[config.mk]
export PLATFORM = sky130hd
export DESIGN_NAME = ascii_servo_frame_codec
export DESIGN_NICKNAME = d
export VERILOG_FILES = /design/src/rtl/core/asfc_pkg.sv /design/src/rtl/core/asfc_front.sv /design/src/rtl/core/asfc_queue.sv /design/src/rtl/core/asfc_back.sv /design/src/rtl/core/ascii_servo_frame_codec.sv
export SDC_FILE = /design/constraint.sdc
export NUM_CORES = 1
export LEC_CHECK = 0
export ABC_AREA = 1
export BUFFER_PORTS_ARGS = -buffer_cell sky130_fd_sc_hd__buf_2
export CAP_MARGIN = 40
export CORE_UTILIZATION = 40
export DETAILED_ROUTE_END_ITERATION = 10
export PLACE_DENSITY = 0.56
export SYNTH_ARGS = -nofsm -noshare
export SYNTH_HDL_FRONTEND = slang
export SYNTH_HIERARCHICAL = 1
export SYNTH_SLANG_ARGS = --single-unit
[constraint.sdc]
create_clock -name clk -period 8.35 [get_ports clk]
set_input_delay 1.2525 -clock clk [delete_from_list [all_inputs] [get_ports clk]]
set_output_delay 1.2525 -clock clk [all_outputs]
set_load 0.02 [all_outputs]
[src/rtl/core/asfc_pkg.sv]
// Shared types, character codes and helpers for the ASCII servo frame codec.
// No dependencies.
package asfc_pkg;

  localparam logic [1:0] CMD_START   = 2'd0;
  localparam logic [1:0] CMD_PAYLOAD = 2'd1;
  localparam logic [1:0] CMD_FINISH  = 2'd2;
  localparam logic [1:0] CMD_RX      = 2'd3;

  localparam logic [1:0] KIND_TX      = 2'd0;
  localparam logic [1:0] KIND_RX_PAY  = 2'd1;
  localparam logic [1:0] KIND_RX_STAT = 2'd2;

  localparam logic [1:0] ST_OK       = 2'd0;
  localparam logic [1:0] ST_PARTNER  = 2'd1;
  localparam logic [1:0] ST_CHECKSUM = 2'd2;
  localparam logic [1:0] ST_LENGTH   = 2'd3;

  localparam logic [7:0] CH_SOH       = 8'h01;
  localparam logic [7:0] CH_STX       = 8'h02;
  localparam logic [7:0] CH_ETX       = 8'h03;
  localparam logic [7:0] CH_ZERO      = 8'h30;
  localparam logic [7:0] CH_UPPER_A   = 8'h41;
  localparam logic [7:0] CH_LOWER_A   = 8'h61;
  localparam logic [7:0] HEX_ALPHA_OFS = CH_UPPER_A - 8'd10;

  localparam logic [5:0] RX_CNT_MAX = 6'd63;
  localparam logic [5:0] RX_IDX_SUM = 6'd3;
  localparam logic [5:0] RX_IDX_PAY = 6'd6;
  localparam logic [5:0] RX_IDX_CODE = 6'd2;

  localparam logic [2:0] HDR_LAST_STEP = 3'd6;
  localparam logic [2:0] FIN_LAST_STEP = 3'd2;

  localparam int QDEPTH = 4;
  localparam int QPTR_W = $clog2(QDEPTH);
  localparam int QCNT_W = $clog2(QDEPTH + 1);

  typedef enum logic [1:0] {
    JOB_HDR  = 2'd0,
    JOB_BYTE = 2'd1,
    JOB_FIN  = 2'd2,
    JOB_RX   = 2'd3
  } job_op_t;

  // b[0..4]: header bytes (station char, code hi/lo, number hi/lo),
  // or the single byte / checksum in b[0].
  typedef struct packed {
    job_op_t         op;
    logic [4:0][7:0] b;
    logic            pay_v;
    logic            st_v;
    logic [1:0]      status;
    logic [7:0]      code;
  } job_t;

  function automatic logic [7:0] hex_digit(input logic [3:0] n);
    logic [7:0] w;
    w = {4'd0, n};
    return (n >= 4'd10) ? (w + HEX_ALPHA_OFS) : (w + CH_ZERO);
  endfunction

endpackage

[src/rtl/core/asfc_front.sv]
// Front end: accepts transactions, keeps tx/rx frame state and emits jobs.
// Depends on asfc_pkg.
module asfc_front import asfc_pkg::*; #(
  parameter int MAX_PAYLOAD = 10,
  parameter int MAX_REPLY   = 49
) (
  input  logic       clk,
  input  logic       rst_n,
  input  logic       in_valid,
  output logic       in_ready,
  input  logic [1:0] in_cmd,
  input  logic [4:0] in_station,
  input  logic [7:0] in_code_hi,
  input  logic [7:0] in_code_lo,
  input  logic [7:0] in_number_hi,
  input  logic [7:0] in_number_lo,
  input  logic [7:0] in_value,
  input  logic       in_final_req,
  input  logic       q_full,
  output logic       q_push,
  output job_t       q_job
);

  logic [7:0]      tx_sum_r, tx_sum_nxt;
  logic [3:0]      tx_count_r, tx_count_nxt;
  logic [5:0]      rx_count_r, rx_count_nxt;
  logic [7:0]      rx_sum_r, rx_sum_nxt;
  logic [2:0][7:0] rx_delay_r, rx_delay_nxt;
  logic [7:0]      rx_code_r, rx_code_nxt;

  logic       acc;
  logic [7:0] stn_ch;
  logic [7:0] fin_sum;
  logic [7:0] rx_sum_upd;
  logic [7:0] rx_code_upd;
  logic       len_bad;
  logic       partner_bad;
  logic       cks_bad;

  assign in_ready = !q_full;
  assign acc      = in_valid && !q_full;
  assign stn_ch   = {3'd0, in_station} + CH_ZERO;
  assign fin_sum  = tx_sum_r + CH_ETX;

  assign rx_sum_upd  = (rx_count_r >= RX_IDX_SUM) ? (rx_sum_r + rx_delay_r[1]) : rx_sum_r;
  assign rx_code_upd = (rx_count_r == RX_IDX_CODE) ? in_value : rx_code_r;
  assign len_bad     = (rx_count_r < RX_IDX_SUM) || (rx_count_r >= 6'(MAX_REPLY)) ||
                       (rx_count_r == RX_CNT_MAX);
  assign partner_bad = (rx_code_upd != CH_UPPER_A) && (rx_code_upd != CH_LOWER_A);
  assign cks_bad     = (rx_delay_r[0] != hex_digit(rx_sum_upd[7:4])) ||
                       (in_value != hex_digit(rx_sum_upd[3:0]));

  always_comb begin
    tx_sum_nxt   = tx_sum_r;
    tx_count_nxt = tx_count_r;
    rx_count_nxt = rx_count_r;
    rx_sum_nxt   = rx_sum_r;
    rx_delay_nxt = rx_delay_r;
    rx_code_nxt  = rx_code_r;
    q_push       = 1'b0;
    q_job        = '0;
    if (acc) begin
      case (in_cmd)
        CMD_START: begin
          tx_sum_nxt   = stn_ch + in_code_hi + in_code_lo + CH_STX + in_number_hi + in_number_lo;
          tx_count_nxt = 4'd0;
          q_push       = 1'b1;
          q_job.op     = JOB_HDR;
          q_job.b[0]   = stn_ch;
          q_job.b[1]   = in_code_hi;
          q_job.b[2]   = in_code_lo;
          q_job.b[3]   = in_number_hi;
          q_job.b[4]   = in_number_lo;
        end
        CMD_PAYLOAD: begin
          if (tx_count_r < 4'(MAX_PAYLOAD)) begin
            tx_sum_nxt   = tx_sum_r + in_value;
            tx_count_nxt = tx_count_r + 4'd1;
            q_push       = 1'b1;
            q_job.op     = JOB_BYTE;
            q_job.b[0]   = in_value;
          end
        end
        CMD_FINISH: begin
          tx_sum_nxt   = 8'd0;
          tx_count_nxt = 4'd0;
          q_push       = 1'b1;
          q_job.op     = JOB_FIN;
          q_job.b[0]   = fin_sum;
        end
        CMD_RX: begin
          q_job.op     = JOB_RX;
          q_job.b[0]   = rx_delay_r[2];
          q_job.pay_v  = (rx_count_r >= RX_IDX_PAY);
          q_job.st_v   = in_final_req;
          q_job.code   = rx_code_upd;
          if (len_bad) begin
            q_job.status = ST_LENGTH;
          end else if (partner_bad) begin
            q_job.status = ST_PARTNER;
          end else if (cks_bad) begin
            q_job.status = ST_CHECKSUM;
          end else begin
            q_job.status = ST_OK;
          end
          q_push = q_job.pay_v || in_final_req;
          if (in_final_req) begin
            rx_count_nxt = 6'd0;
            rx_sum_nxt   = 8'd0;
            rx_delay_nxt = '0;
            rx_code_nxt  = 8'd0;
          end else begin
            rx_sum_nxt   = rx_sum_upd;
            rx_code_nxt  = rx_code_upd;
            rx_delay_nxt = {rx_delay_r[1], rx_delay_r[0], in_value};
            if (rx_count_r != RX_CNT_MAX) begin
              rx_count_nxt = rx_count_r + 6'd1;
            end
          end
        end
        default: begin
          q_push = 1'b0;
        end
      endcase
    end
  end

  always_ff @(posedge clk) begin
    if (!rst_n) begin
      tx_sum_r   <= 8'd0;
      tx_count_r <= 4'd0;
      rx_count_r <= 6'd0;
      rx_sum_r   <= 8'd0;
      rx_delay_r <= '0;
      rx_code_r  <= 8'd0;
    end else begin
      tx_sum_r   <= tx_sum_nxt;
      tx_count_r <= tx_count_nxt;
      rx_count_r <= rx_count_nxt;
      rx_sum_r   <= rx_sum_nxt;
      rx_delay_r <= rx_delay_nxt;
      rx_code_r  <= rx_code_nxt;
    end
  end

endmodule

[src/rtl/core/asfc_queue.sv]
// Short job queue between the front end and the back end.
// Depends on asfc_pkg.
module asfc_queue import asfc_pkg::*; (
  input  logic clk,
  input  logic rst_n,
  input  logic push,
  input  job_t push_job,
  input  logic pop,
  output job_t head,
  output logic empty,
  output logic full
);

  job_t              mem_r [QDEPTH];
  logic [QPTR_W-1:0] wr_ptr_r, wr_ptr_nxt;
  logic [QPTR_W-1:0] rd_ptr_r, rd_ptr_nxt;
  logic [QCNT_W-1:0] count_r, count_nxt;

  assign empty = (count_r == '0);
  assign full  = (count_r == QCNT_W'(QDEPTH));
  assign head  = mem_r[rd_ptr_r];

  always_comb begin
    wr_ptr_nxt = push ? (wr_ptr_r + QPTR_W'(1)) : wr_ptr_r;
    rd_ptr_nxt = pop ? (rd_ptr_r + QPTR_W'(1)) : rd_ptr_r;
    count_nxt  = count_r;
    if (push && !pop) begin
      count_nxt = count_r + QCNT_W'(1);
    end else if (pop && !push) begin
      count_nxt = count_r - QCNT_W'(1);
    end
  end

  always_ff @(posedge clk) begin
    if (push) begin
      mem_r[wr_ptr_r] <= push_job;
    end
  end

  always_ff @(posedge clk) begin
    if (!rst_n) begin
      wr_ptr_r <= '0;
      rd_ptr_r <= '0;
      count_r  <= '0;
    end else begin
      wr_ptr_r <= wr_ptr_nxt;
      rd_ptr_r <= rd_ptr_nxt;
      count_r  <= count_nxt;
    end
  end

`ifndef SYNTH
  a_no_push_full: assert property (@(posedge clk) disable iff (!rst_n)
    push && full |-> pop)
    else $error("queue push while full");
  a_no_pop_empty: assert property (@(posedge clk) disable iff (!rst_n)
    !(pop && empty))
    else $error("queue pop while empty");
  a_count_range: assert property (@(posedge clk) disable iff (!rst_n)
    count_r <= QCNT_W'(QDEPTH))
    else $error("queue count out of range");
  a_ptr_track: assert property (@(posedge clk) disable iff (!rst_n)
    (rd_ptr_r + count_r[QPTR_W-1:0]) == wr_ptr_r)
    else $error("queue pointers disagree with count");
`endif

endmodule

[src/rtl/core/asfc_back.sv]
// Back end: expands queued jobs into result transactions, one per cycle unless out_ready stalls.
// Depends on asfc_pkg.
module asfc_back import asfc_pkg::*; (
  input  logic       clk,
  input  logic       rst_n,
  input  job_t       head,
  input  logic       q_empty,
  output logic       q_pop,
  output logic       out_valid,
  input  logic       out_ready,
  output logic [7:0] out_byte,
  output logic [1:0] out_kind,
  output logic [1:0] out_status,
  output logic [7:0] out_partner_code,
  output logic       out_last
);

  logic       valid_r;
  logic [7:0] byte_r, byte_nxt;
  logic [1:0] kind_r, kind_nxt;
  logic [1:0] status_r, status_nxt;
  logic [7:0] code_r, code_nxt;
  logic       last_r, last_nxt;
  logic [2:0] step_r;
  logic       last_step;
  logic       adv;

  assign adv   = !q_empty && (!valid_r || out_ready);
  assign q_pop = adv && last_step;

  always_comb begin
    byte_nxt   = 8'd0;
    kind_nxt   = KIND_TX;
    status_nxt = ST_OK;
    code_nxt   = 8'd0;
    last_nxt   = 1'b0;
    last_step  = 1'b1;
    case (head.op)
      JOB_HDR: begin
        last_step = (step_r == HDR_LAST_STEP);
        case (step_r)
          3'd0:    byte_nxt = CH_SOH;
          3'd1:    byte_nxt = head.b[0];
          3'd2:    byte_nxt = head.b[1];
          3'd3:    byte_nxt = head.b[2];
          3'd4:    byte_nxt = CH_STX;
          3'd5:    byte_nxt = head.b[3];
          3'd6:    byte_nxt = head.b[4];
          default: byte_nxt = CH_SOH;
        endcase
      end
      JOB_BYTE: begin
        byte_nxt = head.b[0];
      end
      JOB_FIN: begin
        last_step = (step_r == FIN_LAST_STEP);
        last_nxt  = last_step;
        case (step_r)
          3'd0:    byte_nxt = CH_ETX;
          3'd1:    byte_nxt = hex_digit(head.b[0][7:4]);
          default: byte_nxt = hex_digit(head.b[0][3:0]);
        endcase
      end
      JOB_RX: begin
        if (head.pay_v && (step_r == 3'd0)) begin
          byte_nxt  = head.b[0];
          kind_nxt  = KIND_RX_PAY;
          last_step = !head.st_v;
        end else begin
          kind_nxt   = KIND_RX_STAT;
          status_nxt = head.status;
          code_nxt   = head.code;
          last_nxt   = 1'b1;
        end
      end
      default: begin
        last_step = 1'b1;
      end
    endcase
  end

  always_ff @(posedge clk) begin
    if (!rst_n) begin
      valid_r <= 1'b0;
      step_r  <= 3'd0;
    end else if (adv) begin
      valid_r <= 1'b1;
      step_r  <= last_step ? 3'd0 : step_r + 3'd1;
    end else if (out_ready) begin
      valid_r <= 1'b0;
    end
  end

  always_ff @(posedge clk) begin
    if (adv) begin
      byte_r   <= byte_nxt;
      kind_r   <= kind_nxt;
      status_r <= status_nxt;
      code_r   <= code_nxt;
      last_r   <= last_nxt;
    end
  end

  assign out_valid        = valid_r;
  assign out_byte         = byte_r;
  assign out_kind         = kind_r;
  assign out_status       = status_r;
  assign out_partner_code = code_r;
  assign out_last         = last_r;

endmodule

[src/rtl/core/ascii_servo_frame_codec.sv]
// ASCII servo frame codec, top level: front end, job queue, back end.
// A transaction's results pass through the job queue and then the output register.
// Throughput: one input per cycle while the queue has room; the back end emits one result
// per cycle unless out_ready stalls; start 7 results, payload 1, finish 3, rx 0 to 2.
// Reset: synchronous active-low rst_n clears frame state, queue and output valid.
// Depends on asfc_pkg, asfc_front, asfc_queue, asfc_back.
module ascii_servo_frame_codec import asfc_pkg::*; #(
  parameter int MAX_PAYLOAD = 10,
  parameter int MAX_REPLY   = 49
) (
  input  logic       clk,
  input  logic       rst_n,
  input  logic       in_valid,
  output logic       in_ready,
  input  logic [1:0] in_cmd,
  input  logic [4:0] in_station,
  input  logic [7:0] in_code_hi,
  input  logic [7:0] in_code_lo,
  input  logic [7:0] in_number_hi,
  input  logic [7:0] in_number_lo,
  input  logic [7:0] in_value,
  input  logic       in_final_req,
  output logic       out_valid,
  input  logic       out_ready,
  output logic [7:0] out_byte,
  output logic [1:0] out_kind,
  output logic [1:0] out_status,
  output logic [7:0] out_partner_code,
  output logic       out_last
);

  logic q_push;
  logic q_pop;
  logic q_full;
  logic q_empty;
  job_t q_job;
  job_t q_head;

  asfc_front #(
    .MAX_PAYLOAD (MAX_PAYLOAD),
    .MAX_REPLY   (MAX_REPLY)
  ) u_front (
    .clk          (clk),
    .rst_n        (rst_n),
    .in_valid     (in_valid),
    .in_ready     (in_ready),
    .in_cmd       (in_cmd),
    .in_station   (in_station),
    .in_code_hi   (in_code_hi),
    .in_code_lo   (in_code_lo),
    .in_number_hi (in_number_hi),
    .in_number_lo (in_number_lo),
    .in_value     (in_value),
    .in_final_req (in_final_req),
    .q_full       (q_full),
    .q_push       (q_push),
    .q_job        (q_job)
  );

  asfc_queue u_queue (
    .clk      (clk),
    .rst_n    (rst_n),
    .push     (q_push),
    .push_job (q_job),
    .pop      (q_pop),
    .head     (q_head),
    .empty    (q_empty),
    .full     (q_full)
  );

  asfc_back u_back (
    .clk              (clk),
    .rst_n            (rst_n),
    .head             (q_head),
    .q_empty          (q_empty),
    .q_pop            (q_pop),
    .out_valid        (out_valid),
    .out_ready        (out_ready),
    .out_byte         (out_byte),
    .out_kind         (out_kind),
    .out_status       (out_status),
    .out_partner_code (out_partner_code),
    .out_last         (out_last)
  );

endmodule
-- Word-level counts from Yosys, hierarchy flattened
Memories as Yosys holds them, arrays and structs flattened. A register that Yosys moved wholly into a read port is not among the register bits.
Cells that the tools add are included.
- register bits after elaboration: 90
- bits in latches: 0
- RAM bits: 216
- ROM bits: 0
- output and inout bits: 23
- word-level logic and storage cells: 153
- memories kept: 1
- add/subtract/negate cells: 24
- multipliers: 0
- divide/modulo/power cells: 0
- magnitude comparators: 9
- equal/unequal tests: 21
- shift operators: 0
- mux-type cells: 46
- bitwise operators: 1
- reduce and logical (&&, ||, !) cells: 33
- memory list (name ; depth ; bits a word ; rd ports ; clocked after Yosys merged registers in ; wr ports ; line ; RTL):
    u_queue.mem_r ; 4 ; 54 ; 1 ; 1 ; 1 ; asfc_queue.sv:14 ; job_t mem_r [QDEPTH];
- operators with widths (cell ; number):
    8-bit two-way mux ; 11
    8-bit one-hot mux with 4 select lines ; 2
    4-bit by 6-bit adder with 7-bit output (second input constant) ; 8
    54-bit two-way mux ; 1
    8-bit adder ; 6
    8-bit one-hot mux with 6 select lines ; 1
    32-bit two-way mux ; 1
    24-bit two-way mux ; 1
    8-bit one-hot mux with 3 select lines ; 1
    8-bit by 2-bit adder with 8-bit output (second input constant) ; 2
    4-bit >= comparator (second input constant) ; 4
    8-bit by 7-bit inequality test with 1-bit output (second input constant) ; 2
    8-bit inequality test ; 2
    8-bit one-hot mux with 2 select lines ; 1
    3-bit equality test (second input constant) ; 4
    12-bit two-way mux ; 1
    2-bit two-way mux ; 6
    6-bit two-way mux ; 2
    1-bit two-way mux ; 9
    3-bit two-way mux ; 3
    3-bit AND reduction ; 3
    2-bit equality test (second input constant) ; 4
    2-bit one-hot mux with 4 select lines ; 1
    4-bit one-hot mux with 2 select lines ; 1
    other kinds (31) ; 57

-- Depth between registers and ports, before layout
Gate-level depths: netlist (run 1).
- word-level depth: 11
- depth in mapped cells: 22
- depth with buffers taken out: 20

-- Modules after synthesis
The synthesis (run 1) kept the hierarchy.
- modules (own cells, without submodules) (module ; instances ; cells each ; area each (µm²)):
    asfc_queue ; 1 ; 580 ; 8428.1
    asfc_front ; 1 ; 810 ; 5240.0
    asfc_back ; 1 ; 244 ; 1840.5

-- Worst setup path before layout (run 1)
Ideal clock, no wire load.
- kind: input port to flip-flop
- from: input port in_station[2]
- to: register u_front.tx_sum_r[7]
- library setup time: 0.115 ns
- arrival time: 4.136 ns
- data required time: 8.235 ns
- path slack: 4.099 ns
- cell stages on the path: 13
- buffers on the path: 0
- path through: fa_1 fa_1 fa_1 inv_1 fa_1 o31ai_1 nand2_1 nand2_1 a21oi_1 o21ai_0 nand2_1 o21ai_0 inv_1
- longest elaborated chain between the ends: 7
- RTL lines (element ; line ; RTL):
    start: declaration ; ascii_servo_frame_codec.sv:16 ; input logic [4:0] in_station,
    5-bit by 6-bit adder with 7-bit output ; asfc_front.sv:42 ; assign stn_ch = {3'd0, in_station} + CH_ZERO;
    8-bit adder (2 in a row) ; asfc_front.sv:65 ; tx_sum_nxt = stn_ch + in_code_hi + in_code_lo + CH_STX + in_number_hi + in_number_lo;
    8-bit by 2-bit adder with 8-bit output ; asfc_front.sv:65 ;
    8-bit adder (2 in a row) ; asfc_front.sv:65 ;
    8-bit one-hot mux with 3 select lines ; asfc_front.sv:63 ; case (in_cmd)
    end signal: assignment ; asfc_front.sv:137 ; tx_sum_r <= tx_sum_nxt;
    end: declaration ; asfc_front.sv:24 ; logic [7:0] tx_sum_r, tx_sum_nxt;
No other way between the ends.
A chain may end at the register's enable or synchronous reset.

-- Worst setup path after layout (run 1)
Same ends and word-level chain as after synthesis.

==> impl_results.md, run 1 <==
* Outcome: completed
* Hold buffers post-CTS at 0
* Max incr delay on CP at 0.56 ns
* Setup_tns at 0 ns
* CTS tree: yes
* IO buf count at 74
* Power Total at 0.00479 W
* Worst Hold Class: reg2reg
* Vias at ~12,000
* Worst slew pin tran at 0.903 ns
* PD cells at between 200 and 300 nW/um2
* Final Skew at 0.0250 ns
* Placement row count at 71
* Critical path capture point type: flip-flop
* Die Ht at 199 um
* Max-slew violations at 0
* CP most frequent cell: fa_1
* #FFs+latches synth at 308
* Share of layout cells above drive strength 1 at 11.8%
* # IOs at 75
* Commonest non-fill, non-tap cell in the layout: nand2_1
* PostCTS Resize Cnt at 0
* Setup-failing EPs final at 0
* Starting density of the core at 40.9%
* P_leak at 6.84 nW
* Post-synth EDFFs at between 200 and 250
* Clock transition at path regs at 0.06 ns
* Crit path required time at just under 9 ns
* Pin count of the biggest net entering global routing at 109
* Clock Path Buffers at 3
* Setup crit start kind: input pin
* Drt initial violations at around 900
* Crit path kind: in2reg
* Total CTS buffers at 35
* RSZ-0062 raised after global routing: no
* Crit path cell chain: buf_2, fa_1, fa_1, fa_1, inv_1, fa_1, o31ai_1, nand2_1, nand2_1, a21oi_1, o21ai_0, nand2_1, o21ai_0, inv_1
* Hold Fails Final Rpt at 0
* Synthesis Warnings at 6
* Dpl ws at 3.74 ns
* VDD IR-drop max at 0.201 mV
* # clock sinks at 308
* Routability cong. at between 0.8 and 0.9
* Ys async rst share at 0%
* Final worst slack at 4.26 ns
* Post-Synthesis Cells at approximately 1,600
* Fin crit period at approximately 4.1 ns
* Fmax at 0.245 GHz
* Critical Path AT at 4.49 ns
* Gr usage total at 19.9%
* Drt wl/cell at approximately 17 um
* Die W at 199 um
* Post-Syn Area at 15,500 um2
* Syn_area_per_cell at around 9.5 um2
* Root Buffer: clkbuf_16
* Worst path slowest cell: fa_1
* Vias in the first global route at around 11,000
* Fin crit share at between 40% and 50%
* Postcts setup bufs at 0
* Antenna-violating nets left at 0
* First drt pass iteration count at 5
* Drt total wl at approximately 39,000 um
* Post-synth top flop: edfxtp_1
* First-pass GRT wire length at 60,200 um
* Final nets at approximately 1,800
* Post-synthesis sequential area ratio at 55.1%
* CTS H-tree lvls at 2
* Dpl hpwl at between 20,000 and 30,000 um
* Rel. slew slack at 39.8%
* Antenna violations before repair at 3
* Net Count, Synth at between 1,500 and 2,000
* DRC Markers at 0
* Most frequent cells in the layout: 315 x nand2_1, 237 x edfxtp_1, 208 x nor2_1
* Critical path peak fanout at 3
* Worst-Skew Late Latency at 0.54 ns
* Die Area at 39,600 um2
* P&R area growth vs syn at 13.1%
* Core area at 37,900 um2
* Yosys cell types at 56
* Number of max-cap violations at 0
* Vias per std cell at between 5 and 6
* Total gr overflow at 0
* Ant. Diodes at 0
routing by layer:
| metal | vias to the layer above | share of wire [%] | global-route usage (%) |
|---|---|---|---|
| met4 | 4 | 2.2 | 5.70 |
| met3 | 55 | 5.8 | 3.10 |
| met2 | 293 | 45 | 31.0 |
| li1 | 5707 | - | - |
| met1 | 5534 | 47 | 28.6 |
| met5 | - | 0.059 | 0 |
logic make-up after synthesis:
logic type      count (synthesis)  synth area share, %
flops                         308                 55.1
fa+ha+maj                      72                 6.97
mux                             3                0.194
simple gates                  678                 19.1
buf+inv                       226                 6.17
xor+xnor                       15                0.847
compound gates                332                 11.7
worst max-delay path, delay by kind of cell:
kind                       cells  cell delay, ns
adders and majority gates      4            2.03
AOI/OAI and AO/OA              4            0.71
buffers and inverters          3            0.24
and+or+nand+nor                3            0.26
cell type report:
type                    count  area [um2]
fillers                  3636       20400
flip-flops and latches    308        8540
multi-input cells        1100        6020
clock buffers              44         941
well taps                 511         639
inverters                 163         628
repair buffers             89         520
clock inverters            20         253
synth_stat cells, drive strengths merged (3+ instances only):
cell,count,area [um2]
clkbuf,28,114
nand4,21,131
ha,48,601
fa,24,480
o21ai,167,836
a211oi,5,37.5
nor2,220,893
xor2,5,43.8
or2,5,36.3
a21oi,86,453
o22ai,55,344
buf,35,220
nor3,14,75.1
inv,162,618
a31oi,6,37.5
a221oi,3,26.3
mux2i,3,30.0
nor3b,3,22.5
edfxtp,237,7120
dfxtp,71,1420
nand3b,6,48.8
nand3,74,420
xnor2,10,87.6
nand2,332,1310
report_power, final:
part           switching (W)  total [W]  leakage [nW]  internal, W
sequential         0.0000686    0.00192          2.83      0.00185
combinational       0.000892    0.00128          3.44     0.000392
clock               0.000622    0.00159         0.579     0.000963
total                0.00158    0.00479          6.84      0.00320
metrics by stage:
| stage | utilization (%) | cells | hold slack [ns] | area (um2) |
|---|---|---|---|---|
| floorplan | - | 1634 | 0.412 | 15500 |
| global placement | 43.0 | 2168 | 0.441 | 16300 |
| detailed placement | 43.1 | 2171 | 0.459 | 16400 |
| CTS | 46.3 | 2235 | 0.468 | 17500 |
| global route | 46.3 | 2235 | 0.485 | 17500 |
| finish | 46.3 | 2235 | 0.465 | 17500 |
state kept, by name, summed over array words and instances, names as in the netlist, 3 cells and up, named ones only:
register	count
u_front/rx_sum_r	8
u_queue/mem_r	216
u_front/rx_code_r	8
u_front/rx_delay_r	24
u_front/tx_sum_r	8
u_back/out_partner_code	8
u_queue/count_r	3
u_front/rx_count_r	6
u_back/out_byte	8
u_front/tx_count_r	4
u_back/step_r	3
path summary, 6_finish.rpt:
kind | cells past startpoint | endpoint | slack [ns] | from
max | 14 | u_front/tx_sum_r[7] | 4.26 | in_station[2]
min | 2 | u_front/rx_code_r[2] | 0.46 | u_front/rx_code_r[2]
max reg2reg | 18 | u_queue/count_r[2] | 4.61 | flip-flop
min reg2reg | 2 | u_front/rx_code_r[2] | 0.46 | u_front/rx_code_r[2]
Note: power is estimated with default switching activity, not from simulation.
==> run 2, diff against run 1 <==
--- a/config.mk
+++ b/config.mk
@@ -5,7 +5,7 @@
 export SDC_FILE = /design/constraint.sdc
 export NUM_CORES = 1
 export LEC_CHECK = 0
-export ABC_AREA = 1
+export ABC_AREA = 0
 export BUFFER_PORTS_ARGS = -buffer_cell sky130_fd_sc_hd__buf_2
 export CAP_MARGIN = 40
 export CORE_UTILIZATION = 40
==> constraint.sdc (replaced) <==
create_clock -name clk -period 3.89 [get_ports clk]
set_input_delay 0.5835 -clock clk [delete_from_list [all_inputs] [get_ports clk]]
set_output_delay 0.5835 -clock clk [all_outputs]
set_load 0.02 [all_outputs]
==> run 2 against run 1 <==
  * Combinational power is 90% higher
  * Routed wire length is 1.5% lower
  * Global-route usage is 0.14 points higher
  * Synthesized area is 1.3% lower
  * Sequential cell count stayed put
  * Largest cell class unchanged
  * Highest routed layer is now met4
==> impl_results.md, run 2 <==
* Vias in the first global route at 9,752 (-10%)
* Die W at 198 um (-0.67%)
* #FFs+latches synth at 308 (unchanged)
* Starting density of the core at 40.6% (-0.26 points)
* Rel. slew slack at 47.6% (+7.8 points)
* Fmax at 0.276 GHz
* Final nets at 1,375 (-24%)
* Antenna-violating nets left at 0 (unchanged)
* # clock sinks at 308 (unchanged)
* Antenna violations before repair at 0 (-3)
* Setup_tns at 0 ns (unchanged)
* Routability cong. at 0.833 (-3.8%)
* Pin count of the biggest net entering global routing at 52 (-52%)
* Ant. Diodes at 0 (unchanged)
* Drt initial violations at 767 (-16%)
* IO buf count at 74 (unchanged)
* Outcome: completed
* Critical Path AT at 3.85 ns (-0.64 ns)
* # IOs at 75 (unchanged)
* Syn_area_per_cell at 13.1 um2 (+38%)
* Core area at 37,700 um2 (-0.70%)
* Sw frac at 29.6% (-3.5 points)
* Synth top area cells: edfxtp_1 47%, dfxtp_1 9.3%, mux4_2 7.4%
* Worst-Skew Late Latency at 0.53 ns (about the same)
* Root Buffer: clkbuf_16
* Max-slew violations at 0 (unchanged)
* Ys async rst share at 0% (unchanged)
* Dpl hpwl at 26,600 um (+3.4%)
* Fin crit period at 3.62 ns
* Vias at 9,928 (-14%)
* Drt total wl at 38,100 um (-1.5%)
* Biggest register: u_queue/mem_r
* Hold Fails Final Rpt at 0 (unchanged)
* Post-synth top cells: 237 x edfxtp_1, 85 x nor2_1, 71 x a21oi_1, 71 x dfxtp_1, 59 x and3_1
* Synthesis Warnings at 6 (unchanged)
* PD cells at 562 nW/um2 (+110%)
* Fin crit share at 93.0%
* Setup crit start kind: flip-flop
* P_leak at 6.37 nW (-6.8%)
* First-pass GRT wire length at 59,100 um (-2.0%)
* Final Skew at 0.0201 ns (-0.00488 ns)
* Post-synth top flop: edfxtp_1
* Fill cell count at 3,469 (-4.6%)
* Critical path capture point type: flip-flop
* VDD IR-drop max at 0.528 mV (+160%)
* Top cell type's share of synthesized area at 46.5% (+0.62 points)
* Most common cell in the netlist: edfxtp_1
* Post-Synthesis Cells at 1,164 (-29%)
* Max FFs per register at 216 (unchanged)
* Post-Syn Area at 15,300 um2 (-1.3%)
* Commonest non-fill, non-tap cell in the layout: edfxtp_1
* Post-synthesis sequential area ratio at 55.8% (+0.75 points)
* P_int at 0.00693 W (+120%)
* Total gr overflow at 0 (unchanged)
* Yosys cell types at 92 (+64%)
* Total CTS buffers at 36 (+2.9%)
* Sequential cell area at 8540 um2 (about the same)
* Most frequent cells in the layout: 237 x edfxtp_1, 85 x nor2_1, 74 x buf_2
* Crit path required time at 4.12 ns (-4.64 ns)
* Die Ht at 198 um (-0.67%)
* Biggest regs: u_queue/mem_r x216, u_front/rx_delay_r x24
* Hold buffers post-CTS at 0 (unchanged)
* Drt wl/cell at 21.3 um (+23%)
* First drt pass iteration count at 5 (unchanged)
* Share of layout cells above drive strength 1 at 19.7% (+7.9 points)
* Clk pwr share at 33.8% (+0.7 points)
* Vias per std cell at 5.55 (+7.0%)
* Net Sw Power at 0.00291 W (+84%)
* DRC Markers at 0 (unchanged)
* Finished Core Util at 46.5% (+0.20 points)
* Number of max-cap violations at 0 (unchanged)
* Worst slew pin tran at 0.786 ns (-0.116 ns)
* P&R area growth vs syn at 14.4%
* Crit path kind: reg2reg
* Setup-failing EPs final at 0 (unchanged)
* Post-synth EDFFs at 237 (unchanged)
* Area occupied by multi-input gates at 6220 um2 (+3.2%)
* Gate power share at 24.7% (-2.1 points)
* Net Count, Synth at 1,288 (-27%)
* Clock Path Buffers at 3 (unchanged)
* CTS tree: yes
* Critical path peak fanout at 6 (+3)
* Worst Hold Class: in2reg
* Placement row count at 71 (unchanged)
* Clock transition at path regs at 0.06 ns (about the same)
* RSZ-0062 raised after global routing: no
* CTS H-tree lvls at 2 (unchanged)
* Die Area at 39,000 um2 (-1.3%)
* Synth area leader: edfxtp_1
* Sequential share of power at 41.5% (+1.5 points)
* Gr usage total at 20.1% (+0.14 points)
run 2: cell type report:
cell class              instances  area share, %
inverters                      50           1.07
multi-input cells             742           35.5
clock inverters                18           1.04
well taps                     511           3.65
clock buffers                  46           5.66
repair buffers                113           4.22
flip-flops and latches        308           48.8
run 2: per-layer routing:
metal | up-vias | track usage [%] | share of wire (%)
met2 | 242 | 32.5 | 47
met3 | 46 | 2.71 | 4.7
met1 | 5009 | 28.4 | 46
li1 | 4631 | - | -
met4 | 0 | 5.17 | 1.7
met5 | - | 0 | 0
run 2: cells by family (layout without fill, tap and decap cells):
group | count (synthesis) | in the layout | share of synthesized area (%)
adders and majority gates | 72 | 72 | 7.07
DFF | 308 | 308 | 55.8
AOI/OAI and AO/OA | 245 | 245 | 11.2
buffers and inverters | 114 | 227 | 3.72
muxes | 67 | 67 | 8.95
xor gates and xnor gates | 41 | 41 | 2.35
and+or+nand+nor | 317 | 317 | 10.9
run 2: path summary, 6_finish.rpt:
check,startpoint,endpoint,slack [ns],cells after the start
max reg2reg,u_front/rx_sum_r[2],u_queue/mem_r[3][9],0.27,12
min,out_ready,u_back/out_valid,0.41,4
min reg2reg,u_front/rx_delay_r[16],u_front/rx_delay_r[16],0.49,2
max,u_front/rx_sum_r[2],u_queue/mem_r[3][9],0.27,12
run 2: timing repair:
item | in CTS | in global routing
endpoints found under the hold margin | 0 | 0
gates resized for setup | 0 | 4
endpoints found under the setup margin | 0 | 4
setup buffers | 0 | 0
run 2: worst max-delay path: stages (launching register included):
cell and delay (ns):
dfxtp_1 0.35, ha_1 0.40, or2_2 0.33, a31oi_1 0.22, mux2i_1 0.13, nor2_1 0.18
clkinv_1 0.11, ha_1 0.23, a221o_1 0.36, o32ai_1 0.28, nand3b_1 0.12, a2111oi_2 0.41
a31oi_2 0.20
run 2: power by group through the flow:
stage / clock (W) / sequential (W) / combinational [W]
after global placement: 0 / 0.00415 / 0.00243
after global routing: 0.00353 / 0.00413 / 0.00267
after floorplan: 0 / 0.00427 / 0.00159
after CTS: 0.00341 / 0.00409 / 0.00245
after detailed placement: 0 / 0.00416 / 0.00244
final: 0.00332 / 0.00409 / 0.00243
run 2: through the flow:
| step | power, W | hold slack (ns) | worst slack, ns | instances | instance area [um2] |
|---|---|---|---|---|---|
| 6_report | 0.00984 | 0.411 | 0.271 | 1788 | 17500 |
| 4_1_cts | 0.00995 | 0.384 | 0.244 | 1788 | 17500 |
| 5_1_grt | 0.0103 | 0.430 | 0.0395 | 1788 | 17500 |
| 3_3_place_gp | 0.00658 | 0.472 | 0.0447 | 1724 | 16300 |
| 3_5_place_dp | 0.00660 | 0.484 | 0.0168 | 1724 | 16300 |
| 2_1_floorplan | 0.00586 | 0.451 | 0.297 | 1164 | 15300 |
==> run 3, diff against run 2 <==
--- a/config.mk
+++ b/config.mk
@@ -7,7 +7,7 @@
 export LEC_CHECK = 0
 export ABC_AREA = 0
 export BUFFER_PORTS_ARGS = -buffer_cell sky130_fd_sc_hd__buf_2
-export CAP_MARGIN = 40
+export CORE_MARGIN = 4
 export CORE_UTILIZATION = 40
 export DETAILED_ROUTE_END_ITERATION = 10
 export PLACE_DENSITY = 0.56
==> run 3 against run 2 <==
  * Global-route usage is 1.9 points lower
  * Die area grew 6.2%
  * Routed wire length is 0.67% lower
  * Register-to-register slack lost 0.04 ns
  * Sequential share of layout area rose by 0.30 points
  * Cell area fell by 0.61%
  * Fmax is 1.1% lower
  * Hold slack improved by 0.0072 ns
  * Critical path type unchanged
  * Largest power group unchanged
==> impl_results.md, run 3 (same netlist as run 2, synthesis figures left out) <==
* Outcome: completed
* Total gr overflow at 0 (unchanged)
* Gate power share at 25.1% (+0.4 points)
* Finished Core Util at 46.2% (-0.29 points)
* P&R area growth vs syn at 13.7%
* VDD IR-drop max at 0.326 mV (-38%)
* Biggest register: u_queue/mem_r
* # IOs at 75 (unchanged)
* Fin crit period at 3.66 ns (+0.0392 ns)
* GR Layer Usage met3 at 2.72% (+0.0043 points)
* Hold buffers post-CTS at 0 (unchanged)
* PD cells at 554 nW/um2 (-1.4%)
* Fill cell count at 3,421 (-1.4%)
* Die Ht at 204 um (+3.0%)
* First drt pass iteration count at 5 (unchanged)
* Core area at 37,700 um2 (unchanged)
* CP bufs+invs at 1 (unchanged)
* Worst slew pin tran at 0.727 ns (-0.0592 ns)
* Final Skew at 0.0174 ns (-0.00265 ns)
* Pin count of the biggest net entering global routing at 52 (unchanged)
* Total CTS buffers at 35 (-2.8%)
* Max FFs per register at 216 (unchanged)
* Antenna-violating nets left at 0 (unchanged)
* Drt wl/cell at 21.2 um (-0.44%)
* # clock sinks at 308 (unchanged)
* Drt total wl at 37,900 um (-0.67%)
* IO buf count at 74 (unchanged)
* Starting density of the core at 40.6% (unchanged)
* Final nets at 1,374 (-0.073%)
* Met1 Use GR at 26.2% (-2.2 points)
* Max incr delay on CP at 0.44 ns (+0.03 ns)
* Reg2reg start: u_front/rx_sum_r[2]
* Worst hold slack at 0.418 ns (+0.00719 ns)
* Sw frac at 29.7% (+0.14 points)
* DRC Markers at 0 (unchanged)
* Busiest grt layer: met2
* Crit path kind: reg2reg
* Hold Path Stages at 4 (unchanged)
* Critical path capture point type: flip-flop
* P_leak at 6.34 nW (-0.56%)
* Die Area at 41,400 um2 (+6.2%)
* Vias in the first global route at 9,721 (-0.32%)
* CTS H-tree lvls at 2 (unchanged)
* Worst R2R End: u_queue/mem_r[3][9]
* First-pass GRT wire length at 58,400 um (-1.0%)
* Dpl hpwl at 26,500 um (-0.54%)
* Setup-failing EPs final at 0 (unchanged)
* Ant. Diodes at 0 (unchanged)
* Vias per std cell at 5.56 (+0.16%)
* Placement row count at 71 (unchanged)
* Clk pwr share at 32.6% (-1.2 points)
* Gr usage total at 18.2% (-1.9 points)
* Worst path slowest cell: dfxtp_1
* Antenna violations before repair at 0 (unchanged)
* Rel. slew slack at 51.2% (+3.6 points)
* Die W at 204 um (+3.0%)
* Root Buffer: clkbuf_16
* Commonest non-fill, non-tap cell in the layout: edfxtp_1
* P_int at 0.00678 W (-2.2%)
* Routability cong. at 0.890 (+6.9%)
* Setup crit start kind: flip-flop
* Biggest regs: u_queue/mem_r x216, u_front/rx_delay_r x24
* Critical Path AT at 3.87 ns (+0.02 ns)
* R2R depth at 12 (unchanged)
* Setup_tns at 0 ns (unchanged)
* Net Sw Power at 0.00286 W (-1.6%)
* Crit path required time at 4.10 ns (-0.02 ns)
* Vias at 9,922 (-0.060%)
* Share of layout cells above drive strength 1 at 19.2% (-0.41 points)
* Met2 usage at 29.3% (-3.1 points)
* Fin crit share at 94.0% (+1.0 points)
* Fmax at 0.273 GHz (-1.1%)
* Top delay family on crit path: compound AO/OA/AOI/OAI gates
* Clock transition at path regs at 0.06 ns (about the same)
* Crit path cell chain: ha_1, or2_2, a31oi_1, mux2i_1, nor2_1, clkinv_1, ha_1, a221o_1, o32ai_1, nand3b_1, a2111oi_2, a31oi_1
* Sequential share of power at 42.4% (+0.9 points)
* Critical path peak fanout at 6 (unchanged)
* CTS tree: yes
* Number of max-cap violations at 0 (unchanged)
* Most frequent cells in the layout: 237 x edfxtp_1, 85 x nor2_1, 74 x buf_2
* Clock Path Buffers at 3 (unchanged)
* RSZ-0062 raised after global routing: no
* R2R Setup Slk at 0.23 ns (-0.04 ns)
* Worst-Skew Late Latency at 0.52 ns (about the same)
* Postcts setup bufs at 0 (unchanged)
* Hold Fails Final Rpt at 0 (unchanged)
* Hold path startpoint: out_ready
* Hold Path Sink: u_back/out_valid
* Drt initial violations at 785 (+2.3%)
* Max-slew violations at 0 (unchanged)
* Worst Hold Class: in2reg
[run 3: power groups by stage]
stage | sequential, W | combinational (W) | clock, W
6_report | 0.00409 | 0.00242 | 0.00314
5_1_grt | 0.00412 | 0.00264 | 0.00336
4_1_cts | 0.00409 | 0.00244 | 0.00322
3_5_place_dp | 0.00416 | 0.00243 | 0
3_3_place_gp | 0.00415 | 0.00242 | 0
2_1_floorplan | 0.00427 | 0.00159 | 0
[run 3: worst max-delay path by stage]
stage / start / endpoint / slack [ns] / depth (start not counted)
after floorplan: in_station[2] / u_front/tx_sum_r[7] / 0.30 / 13
after global placement: in_station[2] / u_front/tx_sum_r[7] / 0.05 / 14
after detailed placement: in_station[2] / u_front/tx_sum_r[7] / -0.04 / 14
after CTS: u_front/rx_sum_r[2] / u_queue/mem_r[3][9] / 0.26 / 12
after global routing: u_front/rx_sum_r[2] / u_queue/mem_r[3][9] / 0.03 / 12
final: u_front/rx_sum_r[2] / u_queue/mem_r[3][9] / 0.23 / 12
[run 3: per-layer routing]
layer  vias up  wire [um]
met5         -          0
met4         0        774
li1       4637          -
met3        49       1970
met2       268      18100
met1      4968      17100
[run 3: per-stage QoR]
| stage | power (W) | worst slack (ns) | cell area (um2) | instances |
|---|---|---|---|---|
| after CTS | 0.00976 | 0.255 | 17400 | 1784 |
| after detailed placement | 0.00659 | -0.0445 | 16300 | 1724 |
| final | 0.00964 | 0.232 | 17400 | 1784 |
| after global placement | 0.00657 | 0.0469 | 16300 | 1724 |
| after global routing | 0.0101 | 0.0287 | 17400 | 1784 |
| after floorplan | 0.00586 | 0.297 | 15300 | 1164 |
[run 3: repair_timing]
action	in CTS	in global routing
gates resized for setup	0	1
hold endpoints to repair	0	0
endpoints found under the setup margin	0	4
[run 3: final cells by class]
| class | instances | area [um2] | area share (%) |
|---|---|---|---|
| Multi-Input combinational cell | 742 | 6200 | 35.7 |
| Tap cell | 511 | 639 | 3.68 |
| Clock buffer | 46 | 947 | 5.45 |
| Timing Repair Buffer | 113 | 738 | 4.24 |
| Inverter | 50 | 188 | 1.08 |
| Sequential cell | 308 | 8540 | 49.1 |
| Clock inverter | 14 | 134 | 0.770 |
[run 3: worst reg2reg max path, cell delays in order, from the launching register on]
cell and delay [ns]:
dfxtp_1 0.44, ha_1 0.34, or2_2 0.33, a31oi_1 0.24, mux2i_1 0.14, nor2_1 0.17, clkinv_1 0.11, ha_1 0.24
a221o_1 0.37, o32ai_1 0.28, nand3b_1 0.12, a2111oi_2 0.36, a31oi_1 0.24
